**src/bmc_pkg.sv**
```systemverilog
// Package with shared types, codes and constants of the button menu controller.
package bmc_pkg;

    // Key codes
    localparam logic [8:0] KEY_VOL_DOWN = 9'd114;
    localparam logic [8:0] KEY_VOL_UP   = 9'd115;
    localparam logic [8:0] KEY_PWR      = 9'd116;
    localparam logic [8:0] KEY_MENU     = 9'd139;
    localparam logic [8:0] KEY_BACK     = 9'd158;
    localparam logic [8:0] KEY_HOME     = 9'd352;

    // Key values
    localparam logic [1:0] KV_RELEASE = 2'd0;
    localparam logic [1:0] KV_PRESS   = 2'd1;

    // Sources
    localparam logic [1:0] SRC_BUTTONS = 2'd0;
    localparam logic [1:0] SRC_TOUCH   = 2'd1;

    // Item kinds
    localparam logic KIND_KEY  = 1'b0;
    localparam logic KIND_TICK = 1'b1;

    // Decoded events
    localparam logic [3:0] EV_NONE    = 4'd0;
    localparam logic [3:0] EV_UP      = 4'd1;
    localparam logic [3:0] EV_DOWN    = 4'd2;
    localparam logic [3:0] EV_PSHORT  = 4'd3;
    localparam logic [3:0] EV_PREBOOT = 4'd4;
    localparam logic [3:0] EV_POFF    = 4'd5;
    localparam logic [3:0] EV_MENU    = 4'd6;
    localparam logic [3:0] EV_BACK    = 4'd7;
    localparam logic [3:0] EV_HOME    = 4'd8;

    // Modes
    localparam logic [1:0] M_IDLE = 2'd0;
    localparam logic [1:0] M_MENU = 2'd1;
    localparam logic [1:0] M_BRI  = 2'd2;
    localparam logic [1:0] M_BAT  = 2'd3;

    // Commands
    localparam logic [2:0] CMD_NONE     = 3'd0;
    localparam logic [2:0] CMD_REBOOT   = 3'd1;
    localparam logic [2:0] CMD_POWEROFF = 3'd2;
    localparam logic [2:0] CMD_WIFI     = 3'd3;
    localparam logic [2:0] CMD_SSH      = 3'd4;
    localparam logic [2:0] CMD_KEYBOARD = 3'd5;

    // Menu sizes, highest index of each level
    localparam logic [2:0] ROOT_LAST = 3'd4;
    localparam logic [2:0] NET_LAST  = 3'd1;

    // Root menu entries
    localparam logic [2:0] ROOT_BATTERY  = 3'd0;
    localparam logic [2:0] ROOT_BRIGHT   = 3'd1;
    localparam logic [2:0] ROOT_NETWORK  = 3'd2;
    localparam logic [2:0] ROOT_KEYBOARD = 3'd3;
    localparam logic [2:0] ROOT_EXIT     = 3'd4;

    // Network submenu entries
    localparam logic [2:0] NET_WIFI = 3'd0;
    localparam logic [2:0] NET_SSH  = 3'd1;

    // Reset values
    localparam logic [2:0] HOLD_MAX        = 3'd7;
    localparam logic [4:0] LEVEL_RESET     = 5'd8;
    localparam logic [2:0] REBOOT_RESET    = 3'd2;
    localparam logic [2:0] POWEROFF_RESET  = 3'd5;
    localparam logic [4:0] BRIGHT_TOP_RESET = 5'd24;

    // Register indexes on the configuration port
    localparam logic [1:0] REG_REBOOT   = 2'd0;
    localparam logic [1:0] REG_POWEROFF = 2'd1;
    localparam logic [1:0] REG_TOP      = 2'd2;

    typedef struct packed {
        logic [2:0] reboot_hold_ticks;
        logic [2:0] poweroff_hold_ticks;
        logic [4:0] brightness_top;
    } t_cfg;

    typedef struct packed {
        logic       kind;
        logic [1:0] source;
        logic       is_key_type;
        logic [8:0] key_code;
        logic [1:0] key_value;
    } t_item;

    typedef struct packed {
        logic       redraw;
        logic [2:0] command;
        logic       blank_write;
        logic       blanked;
        logic       level_write;
        logic [4:0] level;
        logic [2:0] highlighted;
        logic       menu_level;
        logic [1:0] mode;
    } t_result;

endpackage

```
**src/bmc_cfg.sv**
```systemverilog
// Configuration registers behind the APB-style port.
module bmc_cfg (
    input  logic              i_clk,
    input  logic              i_rst_n,
    input  logic              psel,
    input  logic              penable,
    input  logic              pwrite,
    input  logic [3:0]        paddr,
    input  logic [31:0]       pwdata,
    output logic [31:0]       prdata,
    output logic              pready,
    output bmc_pkg::t_cfg     o_cfg
);

    bmc_pkg::t_cfg r_cfg;
    logic          wr_en;
    logic [1:0]    reg_idx;

    assign pready  = 1'b1;
    assign wr_en   = psel & penable & pwrite;
    assign reg_idx = paddr[3:2];

    // Register writes
    always_ff @(posedge i_clk) begin
        if (!i_rst_n) begin
            r_cfg.reboot_hold_ticks   <= bmc_pkg::REBOOT_RESET;
            r_cfg.poweroff_hold_ticks <= bmc_pkg::POWEROFF_RESET;
            r_cfg.brightness_top      <= bmc_pkg::BRIGHT_TOP_RESET;
        end else if (wr_en) begin
            case (reg_idx)
                bmc_pkg::REG_REBOOT:   r_cfg.reboot_hold_ticks   <= pwdata[2:0];
                bmc_pkg::REG_POWEROFF: r_cfg.poweroff_hold_ticks <= pwdata[2:0];
                bmc_pkg::REG_TOP:      r_cfg.brightness_top      <= pwdata[4:0];
                default: ;
            endcase
        end
    end

    // Read back
    always_comb begin
        prdata = 32'd0;
        case (reg_idx)
            bmc_pkg::REG_REBOOT:   prdata = {29'd0, r_cfg.reboot_hold_ticks};
            bmc_pkg::REG_POWEROFF: prdata = {29'd0, r_cfg.poweroff_hold_ticks};
            bmc_pkg::REG_TOP:      prdata = {27'd0, r_cfg.brightness_top};
            default:               prdata = 32'd0;
        endcase
    end

    assign o_cfg = r_cfg;

endmodule

```
**src/bmc_evdec.sv**
```systemverilog
// Event decoder: power hold counter and key item to event classification.
module bmc_evdec (
    input  logic              i_clk,
    input  logic              i_rst_n,
    input  logic              i_adv,
    input  bmc_pkg::t_item    i_item,
    input  bmc_pkg::t_cfg     i_cfg,
    output logic [3:0]        o_ev
);

    logic [2:0] r_hold;
    logic [2:0] n_hold;
    logic       btn_key;
    logic       touch_key;

    assign btn_key   = (i_item.kind == bmc_pkg::KIND_KEY) & i_item.is_key_type
                       & (i_item.source == bmc_pkg::SRC_BUTTONS);
    assign touch_key = (i_item.kind == bmc_pkg::KIND_KEY) & i_item.is_key_type
                       & (i_item.source == bmc_pkg::SRC_TOUCH)
                       & (i_item.key_value == bmc_pkg::KV_PRESS);

    // Hold counter: ticks count up to saturation, a power press restarts it
    always_comb begin
        n_hold = r_hold;
        if (i_item.kind == bmc_pkg::KIND_TICK) begin
            if (r_hold != bmc_pkg::HOLD_MAX) n_hold = r_hold + 3'd1;
        end else if (btn_key && i_item.key_code == bmc_pkg::KEY_PWR
                     && i_item.key_value == bmc_pkg::KV_PRESS) begin
            n_hold = 3'd0;
        end
    end

    always_ff @(posedge i_clk) begin
        if (!i_rst_n) begin
            r_hold <= bmc_pkg::HOLD_MAX;
        end else if (i_adv) begin
            r_hold <= n_hold;
        end
    end

    // Classification; power-off threshold takes priority over reboot
    always_comb begin
        o_ev = bmc_pkg::EV_NONE;
        if (btn_key) begin
            if (i_item.key_code == bmc_pkg::KEY_PWR) begin
                if (i_item.key_value == bmc_pkg::KV_RELEASE) begin
                    if (r_hold >= i_cfg.poweroff_hold_ticks)    o_ev = bmc_pkg::EV_POFF;
                    else if (r_hold >= i_cfg.reboot_hold_ticks) o_ev = bmc_pkg::EV_PREBOOT;
                    else                                        o_ev = bmc_pkg::EV_PSHORT;
                end
            end else if (i_item.key_value == bmc_pkg::KV_PRESS) begin
                if (i_item.key_code == bmc_pkg::KEY_VOL_UP)        o_ev = bmc_pkg::EV_UP;
                else if (i_item.key_code == bmc_pkg::KEY_VOL_DOWN) o_ev = bmc_pkg::EV_DOWN;
                else if (i_item.key_code == bmc_pkg::KEY_HOME)     o_ev = bmc_pkg::EV_HOME;
            end
        end else if (touch_key) begin
            if (i_item.key_code == bmc_pkg::KEY_MENU)      o_ev = bmc_pkg::EV_MENU;
            else if (i_item.key_code == bmc_pkg::KEY_BACK) o_ev = bmc_pkg::EV_BACK;
        end
    end

endmodule

```
**src/bmc_fsm.sv**
```systemverilog
// Mode machine: menu navigation, brightness, blanking and command strobes.
module bmc_fsm (
    input  logic              i_clk,
    input  logic              i_rst_n,
    input  logic              i_adv,
    input  logic [3:0]        i_ev,
    input  bmc_pkg::t_cfg     i_cfg,
    output bmc_pkg::t_result  o_res
);

    logic [1:0] r_mode;
    logic       r_menu_level;
    logic [2:0] r_hl;
    logic [4:0] r_level;
    logic       r_blank;

    logic [1:0] n_mode;
    logic       n_menu_level;
    logic [2:0] n_hl;
    logic [4:0] n_level;
    logic       n_blank;

    logic       lvl_wr;
    logic       blk_wr;
    logic [2:0] cmd;
    logic       redraw;
    logic       handled;
    logic [2:0] last_idx;
    logic [4:0] lvl_up;
    logic [4:0] lvl_dn;

    assign last_idx = r_menu_level ? bmc_pkg::NET_LAST : bmc_pkg::ROOT_LAST;

    // Clamped brightness steps
    assign lvl_up = (r_level >= i_cfg.brightness_top) ? i_cfg.brightness_top
                                                      : r_level + 5'd1;
    always_comb begin
        if (r_level == 5'd0)                           lvl_dn = 5'd0;
        else if (r_level - 5'd1 > i_cfg.brightness_top) lvl_dn = i_cfg.brightness_top;
        else                                            lvl_dn = r_level - 5'd1;
    end

    // Per-mode rules first, then the rules shared by every mode for unhandled events
    always_comb begin
        n_mode       = r_mode;
        n_menu_level = r_menu_level;
        n_hl         = r_hl;
        n_level      = r_level;
        n_blank      = r_blank;
        lvl_wr       = 1'b0;
        blk_wr       = 1'b0;
        cmd          = bmc_pkg::CMD_NONE;
        redraw       = 1'b0;
        handled      = 1'b0;

        case (r_mode)
            bmc_pkg::M_BRI: begin
                if (i_ev == bmc_pkg::EV_UP) begin
                    n_level = lvl_up; lvl_wr = 1'b1; redraw = 1'b1; handled = 1'b1;
                end else if (i_ev == bmc_pkg::EV_DOWN) begin
                    n_level = lvl_dn; lvl_wr = 1'b1; redraw = 1'b1; handled = 1'b1;
                end else if (i_ev == bmc_pkg::EV_PSHORT || i_ev == bmc_pkg::EV_BACK) begin
                    n_mode = bmc_pkg::M_MENU; redraw = 1'b1; handled = 1'b1;
                end
            end
            bmc_pkg::M_BAT: begin
                if (i_ev == bmc_pkg::EV_PSHORT || i_ev == bmc_pkg::EV_UP
                    || i_ev == bmc_pkg::EV_DOWN || i_ev == bmc_pkg::EV_BACK
                    || i_ev == bmc_pkg::EV_MENU) begin
                    n_mode = bmc_pkg::M_MENU; redraw = 1'b1; handled = 1'b1;
                end
            end
            bmc_pkg::M_MENU: begin
                if (i_ev == bmc_pkg::EV_UP) begin
                    n_hl = (r_hl != 3'd0) ? r_hl - 3'd1 : last_idx;
                    redraw = 1'b1; handled = 1'b1;
                end else if (i_ev == bmc_pkg::EV_DOWN) begin
                    n_hl = (r_hl < last_idx) ? r_hl + 3'd1 : 3'd0;
                    redraw = 1'b1; handled = 1'b1;
                end else if (i_ev == bmc_pkg::EV_PSHORT) begin
                    redraw = 1'b1; handled = 1'b1;
                    if (!r_menu_level) begin
                        case (r_hl)
                            bmc_pkg::ROOT_BATTERY:  n_mode = bmc_pkg::M_BAT;
                            bmc_pkg::ROOT_BRIGHT:   n_mode = bmc_pkg::M_BRI;
                            bmc_pkg::ROOT_NETWORK: begin
                                n_menu_level = 1'b1; n_hl = 3'd0;
                            end
                            bmc_pkg::ROOT_KEYBOARD: cmd = bmc_pkg::CMD_KEYBOARD;
                            bmc_pkg::ROOT_EXIT: begin
                                n_menu_level = 1'b0; n_hl = 3'd0; n_mode = bmc_pkg::M_IDLE;
                            end
                            default: ;
                        endcase
                    end else begin
                        case (r_hl)
                            bmc_pkg::NET_WIFI: cmd = bmc_pkg::CMD_WIFI;
                            bmc_pkg::NET_SSH:  cmd = bmc_pkg::CMD_SSH;
                            default: ;
                        endcase
                    end
                end else if (i_ev == bmc_pkg::EV_BACK) begin
                    // back leaves the submenu, or the menu from the root
                    n_menu_level = 1'b0; n_hl = 3'd0;
                    if (!r_menu_level) n_mode = bmc_pkg::M_IDLE;
                    redraw = 1'b1; handled = 1'b1;
                end else if (i_ev == bmc_pkg::EV_MENU) begin
                    n_menu_level = 1'b0; n_hl = 3'd0; n_mode = bmc_pkg::M_IDLE;
                    redraw = 1'b1; handled = 1'b1;
                end
            end
            default: begin
                if (i_ev == bmc_pkg::EV_PSHORT) begin
                    n_blank = ~r_blank; blk_wr = 1'b1; handled = 1'b1;
                end
            end
        endcase

        if (!handled) begin
            if (i_ev == bmc_pkg::EV_MENU) begin
                n_blank = 1'b0; blk_wr = 1'b1;
                n_menu_level = 1'b0; n_hl = 3'd0; n_mode = bmc_pkg::M_MENU;
                redraw = 1'b1;
            end else if (i_ev == bmc_pkg::EV_HOME) begin
                cmd = bmc_pkg::CMD_KEYBOARD;
            end else if (i_ev == bmc_pkg::EV_PREBOOT) begin
                cmd = bmc_pkg::CMD_REBOOT;
            end else if (i_ev == bmc_pkg::EV_POFF) begin
                cmd = bmc_pkg::CMD_POWEROFF;
            end
        end
    end

    // State update as the item moves to the result register
    always_ff @(posedge i_clk) begin
        if (!i_rst_n) begin
            r_mode       <= bmc_pkg::M_IDLE;
            r_menu_level <= 1'b0;
            r_hl         <= 3'd0;
            r_level      <= bmc_pkg::LEVEL_RESET;
            r_blank      <= 1'b0;
        end else if (i_adv) begin
            r_mode       <= n_mode;
            r_menu_level <= n_menu_level;
            r_hl         <= n_hl;
            r_level      <= n_level;
            r_blank      <= n_blank;
        end
    end

    // Result carries the state after the item
    always_comb begin
        o_res.mode        = n_mode;
        o_res.menu_level  = n_menu_level;
        o_res.highlighted = n_hl;
        o_res.level       = n_level;
        o_res.level_write = lvl_wr;
        o_res.blanked     = n_blank;
        o_res.blank_write = blk_wr;
        o_res.command     = cmd;
        o_res.redraw      = redraw;
    end

endmodule

```
**src/button_menu_controller.sv**
```systemverilog
// Top level of the button menu controller: input and result registers around the logic.
// Usage:
//   Items enter on the s_axis channel. s_axis_tuser is the kind (0 key event,
//   1 one-second tick); s_axis_tdata carries source, key type flag, key code
//   and key value. Every item gives exactly one result on m_axis: the mode,
//   menu level, highlight, brightness level and blank state after the item,
//   plus one-item strobes for level and blank writes, a command code and redraw.
//   An accepted item passes through the input register and then the result
//   register before it is presented on m_axis.
//   Throughput: one item per cycle while the receiver does not stall; the input
//   register decode and mode update is a single short combinational step, so
//   items may follow back to back. When the receiver stalls, the result
//   register holds its item, the input register still takes one more item,
//   and s_axis_tready drops only when both registers are full.
//   The APB-style port holds the reboot and power-off hold thresholds and the top
//   brightness level; the user writes it only while the block is idle (not enforced).
//   Reset (synchronous, active low) clears both registers, returns to idle
//   at root menu, brightness 8, not blanked, with the hold counter saturated.
module button_menu_controller (
    input  logic        i_clk,
    input  logic        i_rst_n,
    // APB-style configuration
    input  logic        psel,
    input  logic        penable,
    input  logic        pwrite,
    input  logic [3:0]  paddr,
    input  logic [31:0] pwdata,
    output logic [31:0] prdata,
    output logic        pready,
    // Input items
    input  logic        s_axis_tvalid,
    output logic        s_axis_tready,
    input  logic [15:0] s_axis_tdata,  // source[1:0], is_key_type[2], key_code[11:3],
                                       // key_value[13:12], zero[15:14]
    input  logic        s_axis_tuser,  // kind[0]
    // Result items
    output logic        m_axis_tvalid,
    input  logic        m_axis_tready,
    output logic [23:0] m_axis_tdata   // mode[1:0], menu_level[2], highlighted[5:3],
                                       // level[10:6], level_write[11], blanked[12],
                                       // blank_write[13], command[16:14], redraw[17],
                                       // zero[23:18]
);

    bmc_pkg::t_cfg    cfg;
    bmc_pkg::t_item   r_item;
    bmc_pkg::t_result res;
    bmc_pkg::t_result r_res;
    logic             r_in_vld;
    logic             r_out_vld;
    logic             adv;
    logic [3:0]       ev;

    // Item moves to the result register when that register is free or drains
    assign adv           = r_in_vld & (~r_out_vld | m_axis_tready);
    assign s_axis_tready = ~r_in_vld | adv;

    // Input register
    always_ff @(posedge i_clk) begin
        if (!i_rst_n) begin
            r_in_vld <= 1'b0;
        end else if (s_axis_tready) begin
            r_in_vld <= s_axis_tvalid;
        end
    end

    always_ff @(posedge i_clk) begin
        if (s_axis_tready && s_axis_tvalid) begin
            r_item.kind        <= s_axis_tuser;
            r_item.source      <= s_axis_tdata[1:0];
            r_item.is_key_type <= s_axis_tdata[2];
            r_item.key_code    <= s_axis_tdata[11:3];
            r_item.key_value   <= s_axis_tdata[13:12];
        end
    end

    bmc_cfg u_cfg (
        .i_clk   (i_clk),
        .i_rst_n (i_rst_n),
        .psel    (psel),
        .penable (penable),
        .pwrite  (pwrite),
        .paddr   (paddr),
        .pwdata  (pwdata),
        .prdata  (prdata),
        .pready  (pready),
        .o_cfg   (cfg)
    );

    bmc_evdec u_evdec (
        .i_clk   (i_clk),
        .i_rst_n (i_rst_n),
        .i_adv   (adv),
        .i_item  (r_item),
        .i_cfg   (cfg),
        .o_ev    (ev)
    );

    bmc_fsm u_fsm (
        .i_clk   (i_clk),
        .i_rst_n (i_rst_n),
        .i_adv   (adv),
        .i_ev    (ev),
        .i_cfg   (cfg),
        .o_res   (res)
    );

    // Result register
    always_ff @(posedge i_clk) begin
        if (!i_rst_n) begin
            r_out_vld <= 1'b0;
        end else if (adv) begin
            r_out_vld <= 1'b1;
        end else if (m_axis_tready) begin
            r_out_vld <= 1'b0;
        end
    end

    always_ff @(posedge i_clk) begin
        if (adv) begin
            r_res <= res;
        end
    end

    assign m_axis_tvalid = r_out_vld;
    assign m_axis_tdata  = {6'd0, r_res};

`ifndef SYNTH
    // The networking submenu exists only inside the menu mode
    a_submenu_in_menu: assert property (@(posedge i_clk) disable iff (!i_rst_n)
        (m_axis_tvalid && r_res.menu_level) |-> (r_res.mode == bmc_pkg::M_MENU))
        else $error("submenu level outside menu mode");

    // Highlight stays within the current menu
    a_highlight_range: assert property (@(posedge i_clk) disable iff (!i_rst_n)
        m_axis_tvalid |-> (r_res.menu_level ? (r_res.highlighted <= bmc_pkg::NET_LAST)
                                            : (r_res.highlighted <= bmc_pkg::ROOT_LAST)))
        else $error("highlight outside menu");

    // A command never comes with a level or blank write
    a_cmd_exclusive: assert property (@(posedge i_clk) disable iff (!i_rst_n)
        (m_axis_tvalid && r_res.command != bmc_pkg::CMD_NONE)
            |-> (!r_res.level_write && !r_res.blank_write))
        else $error("command together with a write strobe");

    // A stalled result is not overwritten
    a_no_overwrite: assert property (@(posedge i_clk) disable iff (!i_rst_n)
        (m_axis_tvalid && !m_axis_tready) |=> (m_axis_tvalid && $stable(r_res)))
        else $error("stalled result lost");
`endif

endmodule
```
**config.mk**
```make
export PLATFORM = sky130hd
export DESIGN_NAME = button_menu_controller
export DESIGN_NICKNAME = d
export VERILOG_FILES = /design/src/bmc_pkg.sv /design/src/bmc_cfg.sv /design/src/bmc_evdec.sv /design/src/bmc_fsm.sv /design/src/button_menu_controller.sv
export SDC_FILE = /design/constraint.sdc
export NUM_CORES = 1
export LEC_CHECK = 0
export BUFFER_PORTS_ARGS = -buffer_cell sky130_fd_sc_hd__clkbuf_2
export CORE_MARGIN = 10
export CORE_UTILIZATION = 44
export CTS_CLUSTER_SIZE = 24
export DETAILED_ROUTE_END_ITERATION = 8
export GPL_TIMING_DRIVEN = 0
export PLACE_DENSITY = 0.73
export RECOVER_POWER = 25
export SLEW_MARGIN = 20
export SYNTH_ARGS = -nofsm -noshare
export SYNTH_HDL_FRONTEND = slang
export SYNTH_SLANG_ARGS = --single-unit
export TNS_END_PERCENT = 20
```
**constraint.sdc**
```tcl
create_clock -name i_clk -period 5.7 [get_ports i_clk]
set_input_delay 0.855 -clock i_clk [delete_from_list [all_inputs] [get_ports i_clk]]
set_output_delay 0.855 -clock i_clk [all_outputs]
set_load 0.02 [all_outputs]
```
== After elaboration in Yosys (flattened, before gate mapping) ==
Index checks and enable logic that the tools add are counted.

* $add $sub $neg: 5
* Order comparisons: 5
* Equal/unequal tests: 27
* Muxes and demuxes: 97
* Bitwise gates (word level): 13
* Reductions and logical operators: 22

{| class="wikitable"
|+ Operator list
! kind !! number
|-
| 2-to-1 mux 3 bit || 29
|-
| 2-to-1 mux 4 bit || 10
|-
| 2-to-1 mux 1 bit || 33
|-
| 2-to-1 mux 5 bit || 6
|-
| equality test 9 x 7 -> 1 bit, second input constant || 3
|-
| 2-to-1 mux 2 bit || 13
|-
| equality test 9 x 8 -> 1 bit, second input constant || 2
|-
| equality test 4 x 3 -> 1 bit, second input constant || 4
|-
| case mux 5 bit (3 select lines) || 1
|-
| case mux 2 bit (3 select lines) || 2
|-
| equality test 9 bit, second input constant || 1
|-
| equality test 2 x 1 -> 1 bit, second input constant || 4
|-
| equality test 4 x 2 -> 1 bit, second input constant || 2
|-
| AND 1 bit || 7
|-
| adder 3 x 1 -> 3 bit, second input constant || 2
|-
| equality test 2 bit, second input constant || 3
|-
| equality test 3 x 2 -> 1 bit, second input constant || 2
|-
| greater-or-equal comparator 3 bit || 2
|-
| logical NOT 2 bit || 3
|-
| case mux 1 bit (3 select lines) || 2
|-
| case mux 3 bit (2 select lines) || 1
|-
| AND reduction 2 bit || 3
|-
| adder 5 x 1 -> 5 bit, second input constant || 1
|-
| greater-or-equal comparator 5 bit || 1
|-
| other kinds (21) || 32
|}

* Flip-flop bits (word level): 61
* Input port bits: 60
* Output and inout bits: 59
* Logic and storage cells: 194

== Longest topological paths before layout ==
Gate-level depths: netlist of run 1.

* Depth in word-level cells: 17
* Mapped depth: 13
* Gate-level depth less buffers: 12

== Modules after synthesis ==
Synthesis of run 1 repeated with hierarchy kept, for this count alone.

* Cells, all modules: 472
* Area total of the unflattened synthesis: 4341.7 sq um

{| class="wikitable"
|+ Modules (own cells, without submodules)
! module !! times used !! cells an instance !! area an instance (sq um) !! seq. area each (sq um)
|-
| bmc_fsm || 1 || 259 || 1858.0 || 240.2
|-
| button_menu_controller || 1 || 49 || 1143.6 || 1031.0
|-
| bmc_cfg || 1 || 91 || 789.5 || 220.2
|-
| bmc_evdec || 1 || 73 || 550.5 || 60.1
|}

== Least setup slack after synthesis of run 1 ==
OpenSTA, ideal clock, no wires.

* Path type: register to register
* Start point: reg u_fsm.r_level[0]
* End point: reg r_res (netlist bit m_axis_tdata[7]) (data pin)
* Setup time: 274 ps
* Arrival time: 2523 ps
* Data required time: 5426 ps
* Setup slack: 2903 ps
* Cell stages (with the launch flop): 12
* Path buffers: 1
* Period minus slack after synthesis: 2797 ps
* Cells stage by stage: dfxtp_1 -> inv_1 -> ha_1 -> xor2_1 -> ha_1 -> nand2_1 -> o32a_1 -> o31a_1 -> clkbuf_1 -> a32o_1 -> a221oi_1 -> o22ai_1

{| class="wikitable"
|+ RTL lines
! element !! line !! RTL
|-
| start: declaration || bmc_fsm.sv:14 || <nowiki>logic [4:0] r_level;</nowiki>
|-
| start signal: assignment || bmc_fsm.sv:140 || <nowiki>r_level <= bmc_pkg::LEVEL_RESET;</nowiki>
|-
| start signal: assignment || bmc_fsm.sv:146 || <nowiki>r_level <= n_level;</nowiki>
|-
| end signal: assignment || button_menu_controller.sv:121 || <nowiki>r_res <= res;</nowiki>
|-
| end: declaration || button_menu_controller.sv:48 || <nowiki>bmc_pkg::t_result r_res;</nowiki>
|}

==> metrics.csv, run 1 <==
stage;metric;value;unit
route;drtIter0Drc;140;
grt;grt_max_degree;28;
logic_synthesis;syn_inst;473;
clock_tree;cts_setup_buffers;0;
logic_synthesis;synth_commonest_cells;nand2_1 (40), buf_4 (34), edfxtp_1 (33), nor2_1 (31);
clock_tree;clock-root-buffer;clkbuf_8;
route;via_count;3756;
setup_path;critPathBufInv;2;
hold_path;whs_endpoint;u_cfg.o_cfg[6];
logic_synthesis;synth_xor_area_frac;0.0143;
timing;setup-tns-final;0;ns
logic_synthesis;synth_top_family_by_area;simple AND/OR/NAND/NOR gates;
flow_run;drv_cap;0;
logic_synthesis;syn_area;4280;µm²
route;drtPass1Iterations;4;
timing;fin_crit;3.37;ns
timing;finalCritPeriodShare;0.590;
cells_and_area;drive_gt1_frac;0.213;
logic_synthesis;synth-adder-area-share;0.0877;
timing;fmax;297;MHz
timing;rsz0062_at_grt;no;
setup_path;path_cells;inv_1, ha_1, xor2_1, ha_1, nand2_1, o32a_1, o31a_1, clkbuf_1, a32o_1, a221oi_1, o22ai_1;
cells_and_area;final_core_util;0.540;
logic_synthesis;yosysMostFrequentCell;nand2_1;
clock_tree;htree_levels;3;
power;power;1.03;mW
die;start_util;0.456;
die;die_x;119;µm
power;leakagePower;2.07;nW
timing;tightest_slew;0.928;ns
route;ant_nets;0;
hold_path;holdPathStages;2;
clock_tree;cts.sinks;61;
place;hpwl;8.69;mm
die;rows;35;
timing;max_slew_margin;0.380;
logic_synthesis;yosys_register_bits;61;
timing;clock_skew;0.00780;ns
cells_and_area;antenna_cells;0;
timing;final_hold_viol_count;0;
run_status;run_status;finished, final reports clean;
setup_path;cp.required;5.78;ns
logic_synthesis;yosys_warnings;0;
setup_path;worst-r2r-cell-count;11;
setup_path;start_kind;flop;
logic_synthesis;muxShareOfSynthArea;0.0263;
clock_tree;numCtsBuffers;9;
logic_synthesis;synth.largest_area_cell;edfxtp_1;
setup_path;cp-end-kind;flop;
logic_synthesis;synth_simple_gate_area_frac;0.226;
setup_path;reg2reg_from;u_fsm.r_level[0];
clock_tree;clk_latency;0.35;ns
place;io_buffers;52;
clock_tree;cts_resized;0;
timing;drv_slew;0;
clock_tree;clkTransAtPathRegs;0.08;ns
die;coreArea;9370;µm²
route;routed_wl;11.0;mm
logic_synthesis;yosys.area.top_type_share;0.232;
route;via_per_inst;5.35;
die;ioPinCount;119;
logic_synthesis;async_reset_ff_frac;0;
logic_synthesis;ys.flop_type;edfxtp_1;
grt;grt.overflow.total;0;
place;place_congestion;0.923;
setup_path;reg2reg_to;m_axis_tdata[7];
timing;setup_violations;0;
clock_tree;clock_tree.buffer_depth;2;
setup_path;path_delay_family;compound AO/OA/AOI/OAI gates;
setup_path;crit_fanout;9;
hold_path;hold_class;flop to flop;
cells_and_area;syn2layout_area_growth;18.2;%
grt;grt_pass1_wl;18.6;mm
grt;antenna_found_initial;0;
setup_path;crit_path_start;u_fsm.r_level[0];
logic_synthesis;synth_edf_count;33;
route;drc;0;
power;power.density;205;nW/µm²
grt;grt_usage;0.156;
place;dpl_worst_slack;2.42;ns
grt;grt_pass1_vias;3830;
route;wl_per_cell;15.7;µm
setup_path;slowest_stage;dfxtp_1;
die;die_y;119;µm
setup_path;arrival;3.44;ns
logic_synthesis;avgSynthCellArea;9.04;µm²
hold_path;hold_start;u_cfg.o_cfg[6];
logic_synthesis;synth_seq_area_share;0.363;
clock_tree;cts_tree;built;
die;fp.dieArea;14100;µm²
power;peakVddDrop;0.000132;V
setup_path;criticalPathCategory;flop to flop;
clock_tree;holdBufCountCts;0;
logic_synthesis;synth_cell_types;76;
setup_path;cpMostUsedCell;ha_1;
setup_path;slowest_delay;0.55;ns
timing;worst_slack;2.33;ns
setup_path;r2r_slack;2.33;ns
logic_synthesis;synth_area_leaders;edfxtp_1 (23%), dfxtp_1 (13%), ha_1 (8.8%);
logic_synthesis;synth_compound_area_frac;0.187;
cells_and_area;fin_nets;658;
-- tightest hold or removal path: stages (launching register included) --
cell     delay, ns
dfxtp_1       0.34
nand2_1       0.07
a21oi_1       0.06
-- layout by cell type, fill, tap and decap left out, drive strengths merged, types with 8 or more instances in the layout --
master   n
nor2    33
nor3     9
edfxtp  33
nor2b   11
inv     26
mux2i    9
o21ai   28
buf     35
dfxtp   28
ha      30
a21oi   30
nand3   19
conb    34
nand2b   8
nand2   41
clkbuf  77
and2     8
-- through the flow --
step	hold slack [ns]	cells	area (µm²)
finish	0.503	702	5060
global route	0.527	702	5060
CTS	0.493	702	5060
detailed placement	0.483	686	4830
global placement	0.479	686	4820
floorplan	0.449	505	4400
-- metal layers --
layer | vias up | track usage | share of wire
met2 | 140 | 0.249 | 0.47
met5 | - | 0 | 0
li1 | 1876 | - | -
met4 | 0 | 0.0664 | 0.021
met1 | 1719 | 0.195 | 0.44
met3 | 21 | 0.0390 | 0.072
-- where the power goes --
part / internal [mW] / leakage [nW] / total (mW) / switching [mW]
combinational: 0.0425 / 1.41 / 0.114 / 0.0717
clock: 0.240 / 0.118 / 0.432 / 0.192
sequential: 0.477 / 0.540 / 0.489 / 0.0116
-- flip-flops by register name (all words and copies together), names as in the netlist --
name                cells
u_fsm.r_menu_level      1
u_fsm.r_level           5
u_cfg.o_cfg            11
m_axis_tdata           18
r_in_vld                1
u_fsm.r_mode            2
u_evdec.r_hold          3
u_fsm.r_blank           1
r_item                 15
m_axis_tvalid           1
u_fsm.r_hl              3
-- how the worst max path moves through the flow --
| stage | end | slack [ns] | depth (start not counted) |
|---|---|---|---|
| after floorplan | m_axis_tdata[7] | 2.90 | 11 |
| after global placement | m_axis_tdata[7] | 2.44 | 11 |
| after detailed placement | m_axis_tdata[7] | 2.42 | 11 |
| after CTS | m_axis_tdata[7] | 2.40 | 11 |
| after global routing | m_axis_tdata[7] | 2.16 | 11 |
| final | m_axis_tdata[7] | 2.33 | 11 |
-- cells by family (layout without fill, tap and decap cells) --
logic type	Yosys count	in the layout
simple gates	172	172
flops	61	61
compound gates	117	117
xor+xnor	7	7
other cells	2	34
fa+ha+maj	30	30
mux	11	11
buf+inv	73	141
-- final cells by class --
class,count,area [µm²]
tap,129,161
buffer,48,310
fill,884,4320
timing repair buffer,52,258
clock buffer,12,199
clock inverter,4,32.5
sequential,61,1550
multi-input combinational,371,2450
inverter,25,93.8
Power figures use the tool's default switching activity.
==> inputs of run 2 (changes only) <==
clock period = 3.1 ns   (was 5.7 ns; I/O delays follow)
==> run 2 against run 1 <==
The flow now finishes with violations (DRC). First-iteration DRC count up 3.6%. Hold slack worse by 0.22 ns. Global-route usage about the same. Power up 84%. Fmax up 13%. Sequential cell count unchanged. Clock-buffer cell count unchanged. Die area unchanged. Worst setup slack worse by 2.2 ns. Cell area up 0.35%. Critical path depth unchanged. Core utilization up 0.19 points. Largest power group unchanged.
==> metrics.csv, run 2 (synthesis gave the netlist of run 1 again) <==
stage;metric;value;unit
cells_and_area;layout.cells.non_filler;702;
clock_tree;cts_tree;built;
cells_and_area;antenna_cells;0;
grt;grt_max_degree;28;
flow_run;drv_cap;0;
cells_and_area;drive_gt1_frac;0.215;
timing;rsz0062_at_grt;yes;
clock_tree;clock-root-buffer;clkbuf_8;
timing;drv_slew;0;
route;via_per_inst;5.38;
route;drc;1;
die;die_x;119;µm
die;die_y;119;µm
grt;grt_pass1_vias;3839;
timing;fin_crit;2.97;ns
clock_tree;clkTransAtPathRegs;0.08;ns
cells_and_area;final_cell_mix;clkbuf_2 (47), nand2_1 (40), buf_4 (34), conb_1 (34), edfxtp_1 (33);
place;place_congestion;0.923;
setup_path;arrival;3.06;ns
run_status;run_status;complete, but fails checks;
setup_path;worst-r2r-cell-count;11;
timing;max_slew_margin;0.379;
setup_path;crit_end;m_axis_tdata[7];
clock_tree;clock_tree.buffer_depth;2;
timing;final_hold_viol_count;0;
die;rows;35;
timing;tightest_slew;0.924;ns
grt;grt_usage;0.156;
cells_and_area;seqCellArea;1560;µm²
timing;clock_skew;0.00834;ns
power;power;1.90;mW
run_status;violations;DRC;
route;top_layer_used;met4;
route;drtPass1Iterations;7;
clock_tree;clk_latency;0.36;ns
place;dpl_worst_slack;-0.183;ns
setup_path;criticalPathCategory;flop to flop;
setup_path;cp.required;3.19;ns
route;ant_nets;0;
hold_path;hold_class;input port to flop;
die;start_util;0.456;
timing;worst_slack;0.134;ns
route;wl_per_cell;15.8;µm
power;peakVddDrop;0.000242;V
setup_path;crit_fanout;9;
cells_and_area;largest_reg_flops;18;
timing;finalCritPeriodShare;0.957;
setup_path;reg2reg_from;u_fsm.r_level[0];
timing;setup_violations;0;
cells_and_area;fin_nets;658;
clock_tree;holdBufCountCts;0;
setup_path;crit_path_start;u_fsm.r_level[0];
route;routed_wl;11.1;mm
route;wl_met1;4.79;mm
clock_tree;htree_levels;3;
cells_and_area;fillCellCount;882;
power;power.density;375;nW/µm²
place;hpwl;8.69;mm
die;fp.dieArea;14100;µm²
grt;antenna_found_initial;0;
route;via_count;3777;
timing;fmax;337;MHz
cells_and_area;multi_input_area;2470;µm²
route;wl_met3;839;µm
place;dp.cells;686;
clock_tree;cts.sinks;61;
grt;grt_pass1_wl;18.5;mm
power;leakagePower;2.06;nW
place;io_buffers;52;
grt;grt.overflow.total;0;
die;ioPinCount;119;
clock_tree;cts_setup_buffers;0;
setup_path;r2r_slack;0.13;ns
cells_and_area;layout_commonest_cell;clkbuf_2;
cells_and_area;syn2layout_area_growth;18.6;%
setup_path;cp-end-kind;flop;
die;coreArea;9370;µm²
clock_tree;numCtsBuffers;9;
route;wl_met2;5.21;mm
setup_path;start_kind;flop;
setup_path;reg2reg_to;m_axis_tdata[7];
route;drtIter0Drc;145;
run 2: cell counts in the layout (fill, tap and decap cells not counted):
No cell type changed its count.
run 2: what timing repair did:
action,4_1_cts,5_1_grt
cloned,0,0
pin swaps,0,0
endpoints found under the setup margin,1,15
resized for setup,2,6
run 2: final cells by class:
| class | instances | share of cell area |
|---|---|---|
| Clock buffer | 12 | 0.0392 |
| Multi-Input combinational cell | 371 | 0.486 |
| Timing Repair Buffer | 52 | 0.0496 |
| Sequential cell | 61 | 0.307 |
| Inverter | 25 | 0.0185 |
| Clock inverter | 4 | 0.00641 |
| Tap cell | 129 | 0.0318 |
| Buffer | 48 | 0.0614 |
run 2: worst min-delay path by stage:
stage | startpoint | endpoint | slack (ns) | cells past startpoint
after floorplan | u_cfg.o_cfg[6] | u_cfg.o_cfg[6] | 0.45 | 2
after global placement | u_cfg.o_cfg[6] | u_cfg.o_cfg[6] | 0.48 | 2
after detailed placement | u_cfg.o_cfg[6] | u_cfg.o_cfg[6] | 0.48 | 2
after CTS | s_axis_tdata[10] | r_item[9] | 0.27 | 1
after global routing | s_axis_tdata[7] | r_item[6] | 0.27 | 1
final | s_axis_tdata[10] | r_item[9] | 0.28 | 1
run 2: stage by stage:
stage | setup TNS [ns] | instance area (µm²) | utilization | hold slack, ns
global route | -0.0150 | 5070 | 0.541 | 0.271
CTS | 0 | 5070 | 0.541 | 0.271
floorplan | 0 | 4400 | - | 0.449
detailed placement | -0.183 | 4830 | 0.515 | 0.483
global placement | -0.172 | 4820 | 0.514 | 0.479
finish | 0 | 5070 | 0.541 | 0.284
run 2: worst max-delay path, stage by stage (launching register included):
cell and delay, ns:
dfxtp_4 0.41, inv_1 0.11, ha_1 0.23, xor2_1 0.17, ha_1 0.31, nand2_1 0.05
o32a_1 0.32, o31a_1 0.10, clkbuf_2 0.18, a32o_1 0.29, a221oi_2 0.35, o22ai_1 0.16
run 2: power breakdown:
group / internal [mW] / total, mW / switching [mW]
Clock: 0.441 / 0.797 / 0.356
Combinational: 0.0778 / 0.210 / 0.132
Sequential: 0.877 / 0.898 / 0.0215
run 2: metal layers:
layer | GRT usage | vias up
li1 | - | 1872
met1 | 0.194 | 1733
met2 | 0.249 | 148
met3 | 0.0395 | 24
met4 | 0.0672 | 0
met5 | 0 | -
==> inputs of run 3 (changes only) <==
clock period = 3.3 ns   (was 3.1 ns; I/O delays follow)
==> run 3 against run 2 <==
Cell count is the same. Die area unchanged. Sequential power is 5.9% lower. Non-clock buffer count unchanged. Clock skew is essentially flat. Core utilization is 0.12 points lower. First-iteration DRC count is 0.69% lower. The run now ends clean. Sequential cell count unchanged. Fmax shrank 4.6%. Via count about the same. Sequential share of layout area barely moved. Critical endpoint unchanged.
==> metrics.csv, run 3 (synthesis gave the netlist of run 1 again) <==
stage;metric;value;unit
timing;holdWs;0.314;ns
die;coreArea;9370;µm²
setup_path;worst-r2r-cell-count;11;
setup_path;path_cells;inv_1, ha_1, xor2_1, ha_1, nand2_1, o32a_1, o31a_1, clkbuf_1, a32o_1, a221oi_2, o22ai_1;
setup_path;cpMostUsedCell;ha_1;
timing;fmax;322;MHz
timing;setup_violations;0;
clock_tree;cts_tree;built;
cells_and_area;layout_commonest_cell;clkbuf_2;
cells_and_area;final_cell_mix;clkbuf_2 (46), nand2_1 (40), buf_4 (34), conb_1 (34), edfxtp_1 (33);
route;drtIter0Drc;144;
route;drtPass1Iterations;4;
cells_and_area;drive_gt1_frac;0.209;
die;start_util;0.456;
clock_tree;htree_levels;3;
power;peakVddDrop;0.000227;V
route;via_per_inst;5.38;
setup_path;r2r_slack;0.19;ns
setup_path;crit_fanout;9;
power;power.density;354;nW/µm²
timing;finalCritPeriodShare;0.942;
place;dpl_worst_slack;0.0171;ns
grt;grt_usage;0.156;
cells_and_area;fillCellCount;886;
timing;final_hold_viol_count;0;
clock_tree;clock-root-buffer;clkbuf_8;
timing;drv_slew;0;
hold_path;whs_endpoint;r_item[9];
clock_tree;holdBufCountCts;0;
timing;clock_skew;0.00823;ns
clock_tree;numCtsBuffers;9;
cells_and_area;multi_input_area;2460;µm²
route;wl_per_cell;15.8;µm
setup_path;reg2reg_to;m_axis_tdata[7];
clock_tree;cts.sinks;61;
power;leakagePower;2.06;nW
grt;grt_pass1_vias;3830;
die;fp.dieArea;14100;µm²
cells_and_area;largest_reg_flops;18;
route;ant_nets;0;
grt;antenna_found_initial;0;
setup_path;reg2reg_from;u_fsm.r_level[0];
grt;grt_pass1_wl;18.6;mm
die;ioPinCount;119;
timing;rsz0062_at_grt;no;
hold_path;holdPathStages;1;
die;die_y;119;µm
run_status;run_status;finished, final reports clean;
place;place_congestion;0.923;
cells_and_area;stdcell_area;5060;µm²
clock_tree;clkTransAtPathRegs;0.08;ns
clock_tree;clock_tree.buffer_depth;2;
die;die_x;119;µm
cells_and_area;seqCellArea;1550;µm²
cells_and_area;syn2layout_area_growth;18.3;%
cells_and_area;final_core_util;0.540;
flow_run;drv_cap;0;
route;routed_wl;11.1;mm
route;via_count;3776;
route;drc;0;
setup_path;arrival;3.20;ns
place;io_buffers;52;
setup_path;slowest_delay;0.45;ns
setup_path;slowest_stage;dfxtp_2;
grt;grt_max_degree;28;
setup_path;start_kind;flop;
setup_path;criticalPathCategory;flop to flop;
place;hpwl;8.69;mm
die;rows;35;
clock_tree;clk_latency;0.35;ns
timing;setup-tns-final;0;ns
timing;fin_crit;3.11;ns
hold_path;hold_class;input port to flop;
place;dpl-instance-area;4830;µm²
timing;max_slew_margin;0.380;
grt;grt.overflow.total;0;
timing;worst_slack;0.192;ns
cells_and_area;antenna_cells;0;
timing;tightest_slew;0.928;ns
setup_path;cp-end-kind;flop;
setup_path;cp.required;3.39;ns
cells_and_area;fin_nets;658;
hold_path;hold_start;s_axis_tdata[10];
[run 3: how the worst max path moves through the flow]
stage          slack, ns  depth (start not counted)               to             start
6_report            0.19                         11  m_axis_tdata[7]  u_fsm.r_level[0]
5_1_grt             0.04                          9  m_axis_tdata[1]   u_cfg.o_cfg[10]
4_1_cts             0.11                         11  m_axis_tdata[7]  u_fsm.r_level[1]
3_5_place_dp        0.02                         11  m_axis_tdata[7]  u_fsm.r_level[0]
3_3_place_gp        0.04                         11  m_axis_tdata[7]  u_fsm.r_level[0]
2_1_floorplan       0.50                         11  m_axis_tdata[7]  u_fsm.r_level[0]
[run 3: metrics by stage]
step,instances,power [mW]
after floorplan,505,1.00
after global placement,686,1.05
after detailed placement,686,1.06
after CTS,702,1.80
after global routing,702,1.86
final,702,1.79
[run 3: cell type report]
cell class,instances,area share
multi-input combinational,371,0.486
sequential,61,0.307
buffer,48,0.0613
timing repair buffer,52,0.0497
clock buffer,12,0.0393
tap,129,0.0319
inverter,25,0.0185
clock inverter,4,0.00643
[run 3: critical path: cells and delay by family (launching register included)]
family / cells / cell delay, ns
and+or+nand+nor: 1 / 0.05
DFF: 1 / 0.45
adders and majority gates: 2 / 0.55
xor gates and xnor gates: 1 / 0.17
buffers and inverters: 2 / 0.34
AOI/OAI and AO/OA: 5 / 1.27
[run 3: where the power goes]
group / switching, mW / internal, mW
Combinational: 0.124 / 0.0730
Sequential: 0.0202 / 0.824
Clock: 0.334 / 0.414
Total: 0.478 / 1.31
[run 3: layer usage]
layer,GRT usage,part of all wire,up-vias
met4,0.0664,0.022,0
met2,0.249,0.47,143
met1,0.195,0.44,1734
li1,-,-,1875
met5,0,0,-
met3,0.0390,0.074,24
[run 3: what timing repair did]
action | 4_1_cts | 5_1_grt
endpoints found under the setup margin | 1 | 4
setup buffers | 0 | 0
resized for setup | 1 | 2
